**src/sv/sfcp_pkg.sv**
```systemverilog
// Package for the sensor frame CRC parser: request/response types, frame
// constants and the CRC-8 byte update. No dependencies.
package sfcp_pkg;

   localparam int WORD_W       = 16;
   localparam int NUM_RAW      = 6;             // words passed through unchanged
   localparam int NUM_IDX      = 2;             // index words divided by ten
   localparam int IDX_MAG_W    = 12;            // 32768 / 10 fits in 12 bits

   localparam logic [7:0]  CRC_INIT      = 8'hFF;
   localparam logic [7:0]  CRC_POLY      = 8'h31;
   localparam logic [15:0] INDEX_INVALID = 16'h7FFF;
   localparam logic [15:0] RECIP_TEN     = 16'hCCCD;   // ceil(2^19 / 10)
   localparam int          RECIP_SHIFT   = 19;

   // byte role inside a three-byte word group
   localparam logic [1:0] PHASE_HIGH = 2'd0;
   localparam logic [1:0] PHASE_LOW  = 2'd1;
   localparam logic [1:0] PHASE_CRC  = 2'd2;

   localparam logic [2:0] FIRST_IDX_WORD = 3'd6;
   localparam logic [2:0] LAST_WORD      = 3'd7;

   typedef struct packed {
      logic [7:0] rx_byte;
      logic       frame_start;
   } req_type;

   typedef struct packed {
      logic                status;
      logic [15:0]         pm1_value;
      logic [15:0]         pm2p5_value;
      logic [15:0]         pm4_value;
      logic [15:0]         pm10_value;
      logic signed [15:0]  humidity_ticks;
      logic signed [15:0]  temperature_ticks;
      logic signed [15:0]  voc_value;
      logic signed [15:0]  nox_value;
   } rsp_type;

   // CRC-8, MSB first, no reflection
   function automatic logic [7:0] crc8_byte(input logic [7:0] crc, input logic [7:0] b);
      logic [7:0] c;
      c = crc ^ b;
      for (int k = 0; k < 8; k++) begin
         if (c[7]) begin
            c = {c[6:0], 1'b0} ^ CRC_POLY;
         end else begin
            c = {c[6:0], 1'b0};
         end
      end
      return c;
   endfunction

endpackage

```
**src/sv/sensor_frame_crc_parser_top.sv**
```systemverilog
// Sensor frame CRC parser top level: byte-wise 24-byte frame checker and record builder.
// Depends on sfcp_pkg for the request/response types, constants and CRC function.
//
// A byte request is registered in the input register and processed from there; the record
// for the 24th byte is loaded into the record register, which drives rsp_valid.
// Throughput: one byte per cycle; a stalled record holds only the 24th byte of the next frame.
// Reset (synchronous, active high) clears frame position, error flag and both valid flags.
module sensor_frame_crc_parser_top
   import sfcp_pkg::*;
(
   input  logic    clock,
   input  logic    reset,
   input  logic    req_valid,
   output logic    req_stall,
   input  req_type req_data,
   output logic    rsp_valid,
   input  logic    rsp_stall,
   output rsp_type rsp_data
);

   // input register
   logic    in_valid_ff, in_valid_in;
   req_type in_data_ff;

   // frame tracking
   logic [1:0] phase_ff, phase_in;
   logic [2:0] word_idx_ff, word_idx_in;
   logic [7:0] high_ff, high_in;
   logic [7:0] crc_ff, crc_in;
   logic       err_ff, err_in;

   // stored words: six raw words, two index words kept as sign/magnitude
   logic [WORD_W-1:0]    word_ff [NUM_RAW];
   logic [IDX_MAG_W-1:0] idx_mag_ff [NUM_IDX];
   logic                 idx_neg_ff [NUM_IDX];
   logic                 idx_inv_ff [NUM_IDX];

   // result register
   logic    rsp_valid_ff, rsp_valid_in;
   rsp_type rsp_data_ff, rsp_data_in;

   // processing stage
   logic [1:0]        cur_phase;
   logic [2:0]        cur_word;
   logic              cur_err;
   logic              is_final;
   logic              advance;
   logic              out_blocked;
   logic              store_raw;
   logic              store_idx;
   logic [WORD_W-1:0] new_word;
   logic [WORD_W-1:0] new_abs;
   logic [31:0]       recip_prod;
   logic              idx_slot;
   logic              crc_bad;

   // ------------------------------------------------------------------
   // Handshake: the input register moves on unless it holds the last byte
   // of a frame while the record register is still full and stalled.
   // ------------------------------------------------------------------
   assign out_blocked = rsp_valid_ff && rsp_stall;
   assign advance     = in_valid_ff && !(is_final && out_blocked);
   assign req_stall   = in_valid_ff && !advance;
   assign rsp_valid   = rsp_valid_ff;
   assign rsp_data    = rsp_data_ff;

   // frame start restarts position and error flag before this byte is used
   assign cur_phase = in_data_ff.frame_start ? PHASE_HIGH : phase_ff;
   assign cur_word  = in_data_ff.frame_start ? 3'd0 : word_idx_ff;
   assign cur_err   = in_data_ff.frame_start ? 1'b0 : err_ff;
   assign is_final  = (cur_word == LAST_WORD) && (cur_phase == PHASE_CRC);

   assign new_word  = {high_ff, in_data_ff.rx_byte};
   assign crc_bad   = (crc_ff != in_data_ff.rx_byte);
   assign store_raw = advance && (cur_phase == PHASE_LOW) && (cur_word < FIRST_IDX_WORD);
   assign store_idx = advance && (cur_phase == PHASE_LOW) && (cur_word >= FIRST_IDX_WORD);
   assign idx_slot  = cur_word[0];

   // Divide by ten: magnitude times ceil(2^19/10), exact over all 16-bit magnitudes.
   // The sign is put back when the record is built.
   assign new_abs    = new_word[WORD_W-1] ? WORD_W'(-new_word) : new_word;
   assign recip_prod = 32'(new_abs) * 32'(RECIP_TEN);

   always_comb begin
      phase_in    = phase_ff;
      word_idx_in = word_idx_ff;
      high_in     = high_ff;
      crc_in      = crc_ff;
      err_in      = err_ff;
      if (advance) begin
         err_in = cur_err;
         case (cur_phase)
            PHASE_HIGH: begin
               high_in  = in_data_ff.rx_byte;
               crc_in   = crc8_byte(CRC_INIT, in_data_ff.rx_byte);
               phase_in = PHASE_LOW;
            end
            PHASE_LOW: begin
               crc_in   = crc8_byte(crc_ff, in_data_ff.rx_byte);
               phase_in = PHASE_CRC;
            end
            PHASE_CRC: begin
               err_in   = cur_err | crc_bad;
               crc_in   = CRC_INIT;
               phase_in = PHASE_HIGH;
            end
            default: begin
               phase_in = PHASE_HIGH;
            end
         endcase
         if (cur_phase == PHASE_CRC) begin
            word_idx_in = cur_word + 3'd1;   // wraps to word 0 after the last group
         end else begin
            word_idx_in = cur_word;
         end
         // drop the error flag once the record has taken it
         if (is_final) begin
            err_in = 1'b0;
         end
      end
   end

   // Build the record on the final byte; a checksum failure in any group sets status and zeroes every other field.
   always_comb begin
      rsp_data_in = '0;
      if (cur_err || crc_bad) begin
         rsp_data_in.status = 1'b1;
      end else begin
         rsp_data_in.status            = 1'b0;
         rsp_data_in.pm1_value         = word_ff[0];
         rsp_data_in.pm2p5_value       = word_ff[1];
         rsp_data_in.pm4_value         = word_ff[2];
         rsp_data_in.pm10_value        = word_ff[3];
         rsp_data_in.humidity_ticks    = word_ff[4];
         rsp_data_in.temperature_ticks = word_ff[5];
         rsp_data_in.voc_value         = idx_inv_ff[0] ? INDEX_INVALID :
                                         idx_neg_ff[0] ? -WORD_W'(idx_mag_ff[0]) :
                                                          WORD_W'(idx_mag_ff[0]);
         rsp_data_in.nox_value         = idx_inv_ff[1] ? INDEX_INVALID :
                                         idx_neg_ff[1] ? -WORD_W'(idx_mag_ff[1]) :
                                                          WORD_W'(idx_mag_ff[1]);
      end
   end

   always_comb begin
      // hold the input register while it is stalled, refill on accept
      if (req_valid && !req_stall) begin
         in_valid_in = 1'b1;
      end else if (advance) begin
         in_valid_in = 1'b0;
      end else begin
         in_valid_in = in_valid_ff;
      end
      // record register: load on the final byte, clear once taken
      if (advance && is_final) begin
         rsp_valid_in = 1'b1;
      end else if (!rsp_stall) begin
         rsp_valid_in = 1'b0;
      end else begin
         rsp_valid_in = rsp_valid_ff;
      end
   end

   // control state
   always_ff @(posedge clock) begin
      if (reset) begin
         in_valid_ff  <= 1'b0;
         rsp_valid_ff <= 1'b0;
         phase_ff     <= PHASE_HIGH;
         word_idx_ff  <= 3'd0;
         crc_ff       <= CRC_INIT;
         err_ff       <= 1'b0;
         high_ff      <= 8'd0;
      end else begin
         in_valid_ff  <= in_valid_in;
         rsp_valid_ff <= rsp_valid_in;
         phase_ff     <= phase_in;
         word_idx_ff  <= word_idx_in;
         crc_ff       <= crc_in;
         err_ff       <= err_in;
         high_ff      <= high_in;
      end
   end

   // payload registers
   always_ff @(posedge clock) begin
      if (req_valid && !req_stall) begin
         in_data_ff <= req_data;
      end
      if (advance && is_final) begin
         rsp_data_ff <= rsp_data_in;
      end
      if (store_raw) begin
         word_ff[cur_word] <= new_word;
      end
      if (store_idx) begin
         idx_mag_ff[idx_slot] <= recip_prod[RECIP_SHIFT +: IDX_MAG_W];
         idx_neg_ff[idx_slot] <= new_word[WORD_W-1];
         idx_inv_ff[idx_slot] <= (new_word == INDEX_INVALID);
      end
   end

`ifndef SYNTH
   // the final byte never overwrites a record that is still waiting
   a_no_overwrite: assert property (@(posedge clock) disable iff (reset)
      (advance && is_final) |-> !out_blocked)
      else $error("record register overwritten while stalled");

   // the phase counter only takes the three byte roles
   a_phase_range: assert property (@(posedge clock) disable iff (reset)
      (phase_ff == PHASE_HIGH) || (phase_ff == PHASE_LOW) || (phase_ff == PHASE_CRC))
      else $error("phase counter out of range");

   // after the final byte the frame position is back at its start
   a_wrap: assert property (@(posedge clock) disable iff (reset)
      (advance && is_final) |=> (word_idx_ff == 3'd0) && (phase_ff == PHASE_HIGH) && !err_ff)
      else $error("frame position did not wrap after final byte");

   // an error record carries zero in the pm1, voc, nox and humidity fields
   a_err_zero: assert property (@(posedge clock) disable iff (reset)
      (rsp_valid_ff && rsp_data_ff.status) |->
         (rsp_data_ff.pm1_value == 16'd0) && (rsp_data_ff.voc_value == 16'sd0) &&
         (rsp_data_ff.nox_value == 16'sd0) && (rsp_data_ff.humidity_ticks == 16'sd0))
      else $error("error record with nonzero fields");
`endif

endmodule
```
**config.mk**
```make
export PLATFORM = sky130hd
export DESIGN_NAME = sensor_frame_crc_parser_top
export DESIGN_NICKNAME = d
export VERILOG_FILES = /design/src/sv/sfcp_pkg.sv /design/src/sv/sensor_frame_crc_parser_top.sv
export SDC_FILE = /design/constraint.sdc
export NUM_CORES = 1
export LEC_CHECK = 0
export ABC_CLOCK_PERIOD_IN_PS = 6400
export BUFFER_PORTS_ARGS = -buffer_cell sky130_fd_sc_hd__buf_2
export CAP_MARGIN = 20
export CORE_MARGIN = 1
export CORE_UTILIZATION = 45
export DETAILED_ROUTE_END_ITERATION = 8
export GPL_ROUTABILITY_DRIVEN = 0
export PLACE_DENSITY = 0.65
export RECOVER_POWER = 50
export SLEW_MARGIN = 15
export SYNTH_ARGS = -nofsm -noshare
export SYNTH_HDL_FRONTEND = slang
export SYNTH_SLANG_ARGS = --single-unit
```
**constraint.sdc**
```tcl
create_clock -name clock -period 6.4 [get_ports clock]
set_input_delay 1.28 -clock clock [delete_from_list [all_inputs] [get_ports clock]]
set_output_delay 1.28 -clock clock [all_outputs]
set_load 0.005 [all_outputs]
```
**Word level (Yosys, flattened, before mapping)**

Memories as Yosys holds them, arrays and structs flattened. A register that Yosys moved wholly into a read port is not among the register bits.
Cells that the tools add are included.
Widths: inputs -> output; s select.

- Add/subtract/negate cells: 4
- $mul: 1
- $lt $le $gt $ge: 2
- Equal/unequal tests: 6
- Multiplexer cells: 66
- Bitwise logic cells: 21
- Reductions and logical operators: 21

Operators by type and width:

| kind | count |
|---|---|
| $mux 8 | 28 |
| $mux 6 | 16 |
| $mux 15 | 4 |
| $not 3->3 | 16 |
| $neg 12->16 | 2 |
| $mul 16x16->31 const B | 1 |
| $pmux 8 s3 | 1 |
| $eq 16x15->1 const B | 1 |
| $mux 16 | 1 |
| $neg 16->16 | 1 |
| $mux 1 | 12 |
| $logic_and 1x1->1 | 10 |
| $ne 8x8->1 | 1 |
| $not 8->8 | 1 |
| $xor 8x8->8 | 1 |
| $mux 3 | 2 |
| $reduce_or 3->1 | 2 |
| $pmux 2 s2 | 1 |
| $reduce_and 2->1 | 2 |
| $add 3x1->3 const B | 1 |
| $eq 3x3->1 const B | 1 |
| $ge 3x3->1 const B | 1 |
| $logic_not 1->1 | 3 |
| $lt 3x3->1 const B | 1 |
| 10 further kinds | 11 |

- Bits in registers: 66
- Bits in writable memories: 124
- Output and inout port bits: 131
- Word-level logic and storage cells: 139
- Memories: 4

Memories:

| memory | words | width | read ports | clocked after Yosys merged registers in | wr ports | line | source |
|---|---|---|---|---|---|---|---|
| word_ff | 6 | 16 | 6 | 6 | 1 | sensor_frame_crc_parser_top.sv:33 | `logic [WORD_W-1:0] word_ff [NUM_RAW];` |
| idx_mag_ff | 2 | 12 | 2 | 0 | 1 | sensor_frame_crc_parser_top.sv:34 | `logic [IDX_MAG_W-1:0] idx_mag_ff [NUM_IDX];` |
| idx_inv_ff | 2 | 1 | 2 | 0 | 1 | sensor_frame_crc_parser_top.sv:36 | `logic idx_inv_ff [NUM_IDX];` |
| idx_neg_ff | 2 | 1 | 2 | 0 | 1 | sensor_frame_crc_parser_top.sv:35 | `logic idx_neg_ff [NUM_IDX];` |

**Depth between registers and ports, before layout**

- Depth after elaboration: 34
- Gate-level depth with buffers: 26

**Least setup slack after synthesis**

Ideal clock, no wire load.

- Path kind: register -> register
- From: reg in_data_ff[8] in the netlist's numbering
- To: mem idx_mag_ff[0][8] (data pin)
- Library setup time: 221 ps
- Arrival: 6,889 ps
- Data required time: 6,179 ps
- Slack: -709 ps
- Cell stages (with the launch flop): 24
- Buffers on the path: 1
- Clock period less this slack: 7,109 ps
- Cells stage by stage: edfxtp_1 buf_6 or4_4 or3_1 or3_2 o21ai_0 xor2_1 inv_1 ha_1 ha_1 inv_1 fa_1 inv_1 fa_1 fa_1 inv_1 fa_1 inv_1 ha_1 nand4_1 o31a_1 o31a_1 o21a_1 o311ai_0

- Longest elaborated chain between the ends: 3

RTL lines:

| what | line | source |
|---|---|---|
| start: declaration | sensor_frame_crc_parser_top.sv:23 | `req_type in_data_ff;` |
| start signal: assignment | sensor_frame_crc_parser_top.sv:188 | `in_data_ff <= req_data;` |
| $neg 16->16 | sensor_frame_crc_parser_top.sv:81 | `assign new_abs = new_word[WORD_W-1] ? WORD_W'(-new_word) : new_word;` |
| $mux 16 * | sensor_frame_crc_parser_top.sv:81 |  |
| $mul 16x16->31 * | sensor_frame_crc_parser_top.sv:82 | `assign recip_prod = 32'(new_abs) * 32'(RECIP_TEN);` |
| via recip_prod[27] | sensor_frame_crc_parser_top.sv:53 | `logic [31:0] recip_prod;` |
| end: declaration | sensor_frame_crc_parser_top.sv:34 |  |

Mark *: on every way through the listed nets, which the timed path passes. The rest lies on a longest branch.

**Worst setup path after layout**

- From: reg in_data_ff[6] in the netlist's numbering
- To: mem idx_mag_ff[1][4] (data pin)

Same word-level chain as after synthesis.

==> metrics.txt <==
number of primary I/O pins=144; cell at the root of the clock tree=clkbuf_16; cell area after synthesis=16,160 µm²; setup violators final=18; most used cells in the layout excluding fill and tap cells=262 x edfxtp_1, 149 x inv_1, 143 x buf_2; minimum setup slack after placement=-213.0 ps; ratio of total power to cell area=573.0 nW/µm²; Arr. time, crit path=6830 ps; Final Routed Wirelength=35,810 µm; Worst Clk Skew=16.36 ps; total of fill cells in the finished design=2,896; share of flip-flops with an asynchronous set or reset=0; critical path depth in cells=22; number of core rows=69; hold buffers post-CTS=0; horizontal die dimension=191.5 µm; synthesis-stage register bit count=286; biggest cell delay along the critical path=550 ps; Worst Setup SP=in_data_ff[6]; time the worst path needs with I/O delays and setup=6559 ps; cells after synthesis=1,296; number of maximum-capacitance constraint violations=0; portion of the post-synthesis area used by sequential elements=0.5166; clock buffer depth=3; period utilization=1.025; overall routing resource usage=0.1925; source of the worst hold timing path=phase_ff[0]; unrepaired setup endpoints after global routing=yes; maximum number of pins on one net before global-route repair=100; Mapped Avg Cell Area=12.47 µm²; CP Class=flop to flop; Yosys top cell by area=edfxtp_1; via-per-instance ratio=5.102; top cell family by delay on the critical path=adder cells; critical path capture point type=flop; most frequent standard cell in the layout excluding fill and tap cells=edfxtp_1; Least-Margin Pin Slew=787.4 ps; CP Launch Type=flop; overall die height=191.5 µm; sequential cell area in the final layout=8348 µm²; core region area=35,480 µm²; fraction of post-synthesis cell area in the top cell type by area=0.4868; via count of the first global-routing pass=10.10k; DRC errors left=0; sum of net half-perimeters after detailed placement=26,910 µm; post-layout worst setup margin=-159.3 ps; failing checks=negative setup slack; Critical Path RT=6680 ps; Worst Hold Margin=467.6 ps; layout cell share with drive strength beyond 1=0.2831; Reg2Reg Launch Point=in_data_ff[6]; Fin. Hold Viols=0; detail-routed net length per standard cell=17.49 µm; CTS buffer count=27; layout-stage area growth over the synthesis result=23.86%; clock tree from TritonCTS=done; critical-path cell list=or4_4 > or3_4 > or3_4 > o31ai_4 > xor2_4 > inv_4 > xnor2_4 > ha_4 > inv_2 > fa_1 > inv_2 > fa_1 > fa_1 > inv_2 > fa_1 > inv_2 > ha_4 > nand4_1 > o31a_1 > o21a_1 > buf_4 > xnor2_1; worst-case vdd ir drop=0.7667 mV; result of the run=finished with violations; final max-slew violation count=0; initial antenna violation count=0; floorplan die area=36,670 µm²; # clock sinks=286; clock latency on the worst-skew pair=540 ps; path class of the lowest-slack min-delay path=flop to flop; Critical Path Fanout Max=6; total power after layout=11.47 mW; number of synthesis warnings=0; cell count of the worst reg-to-reg path=22; violation count after the first detailed-routing iteration=601; antenna cell count=0; Post-synth EDFFs=262; post-detailed-route count of antenna-violating nets=0; number of instances on the worst hold path=2; total buffers and inverters traversed by the critical path=6; maximum frequency from static timing analysis=0.1525 GHz; starting density of the core=0.4554; count of H-tree levels built during CTS=1; relative slew slack=0.4750; Critical Path Slowest Stage Cell=or4_4; number of buffer cells added on primary ports=143; count of distinct cell types in the synthesized netlist=65; global-route wire length before repair=54,570 µm; top cells by area, synth=edfxtp_1 49%, ha_1 10%, fa_1 8.9%, inv_1 4.0%, xnor2_1 3.9%; syn_nets=1,516; area taken by multi-input logic gates=7759 µm²; CTS clock-pin slew for the worst setup and hold paths=70 ps; final core utilization=0.5641; net count reported at finish=1,785; iteration count of the initial detailed-routing pass=5; Leakage Power=8.276 nW; grt total ovfl=0; Synth Flop Type=edfxtp_1; total via count in the routed design=10.44k
## final cells by class
type,instances,area share
well taps,461,0.02882
repair buffers,283,0.09114
multi-input cells,795,0.3876
inverters,172,0.03269
clock buffers,36,0.03594
clock inverters,14,0.006751
flip-flops and latches,286,0.4171
## report_power, final
| part | switching, mW | leakage, nW | internal, mW |
|---|---|---|---|
| clock network | 0.660 | 0.406 | 0.875 |
| registers | 0.0124 | 2.60 | 2.18 |
| logic | 4.14 | 5.27 | 3.60 |
| total | 4.81 | 8.28 | 6.66 |
## logic make-up after synthesis
kind of cell / Yosys count / share of synthesized area
compound gates: 196 / 0.07851
xor+xnor: 108 / 0.06233
fa+ha+maj: 207 / 0.1937
buf+inv: 215 / 0.05451
flops: 286 / 0.5166
mux: 3 / 0.001858
simple gates: 281 / 0.09252
## routing by layer
layer,global-route usage,share of wire,vias to the layer above
met5,0,0,-
met2,0.3194,0.48,258
met1,0.2697,0.46,5087
met4,0.05159,0.021,0
met3,0.01873,0.038,52
li1,-,-,5047
## worst paths after layout
| check | endpoint | slack, ps |
|---|---|---|
| setup / recovery | idx_mag_ff[1][4] | -160 |
| hold / removal | phase_ff[0] | 470 |
| hold reg to reg | phase_ff[0] | 470 |
| setup reg to reg | idx_mag_ff[1][4] | -160 |
## Yosys cell counts, types with 4 or more instances
cell,count
fa_1,72
nor2_1,53
ha_1,135
xnor2_1,72
o21a_1,6
edfxtp_1,262
and2_1,98
nand2b_1,8
o31ai_1,12
nand2_1,52
o21ai_0,30
nor2b_1,6
or3_1,6
xor2_1,32
a21oi_1,71
o211ai_1,8
buf_6,5
a211o_1,12
clkbuf_1,33
a21o_1,4
o41ai_1,4
nand4_1,11
dfxtp_1,24
inv_1,171
nor4_1,8
nand3_1,17
a211oi_1,17
nor3_1,6
a31oi_1,5
a21boi_0,5
## what timing repair did
action / 4_1_cts / 5_1_grt
setup buffers: 14 / 13
endpoints found under the hold margin: 0 / 0
pin swaps: 49 / 41
gates resized for setup: 43 / 71
setup endpoints to repair: 24 / 24
## state kept, by name (all words and copies together) (netlist names)
name and flops:
phase_ff 2, in_data_ff 9, rsp_data 129, idx_neg_ff 2
word_idx_ff 3, idx_inv_ff 2, high_ff 8, crc_ff 8
err_ff 1, word_ff 96, in_valid_ff 1, idx_mag_ff 24
rsp_valid 1
## tightest hold or removal path, cell delays in order, from the launching register on
cell and delay, ps:
dfxtp_1 310, nand2_1 50, a21oi_1 60
## stage by stage
step | TNS (ps) | instance area [µm²] | cells
3_3_place_gp | -246.1 | 18380 | 1971
6_report | -1404 | 20020 | 2047
4_1_cts | -512.6 | 19560 | 2035
3_5_place_dp | -1975 | 18380 | 1971
2_1_floorplan | -1845 | 16440 | 1296
5_1_grt | -5360 | 20020 | 2047
No activity file was read; power rests on OpenSTA's default activity.
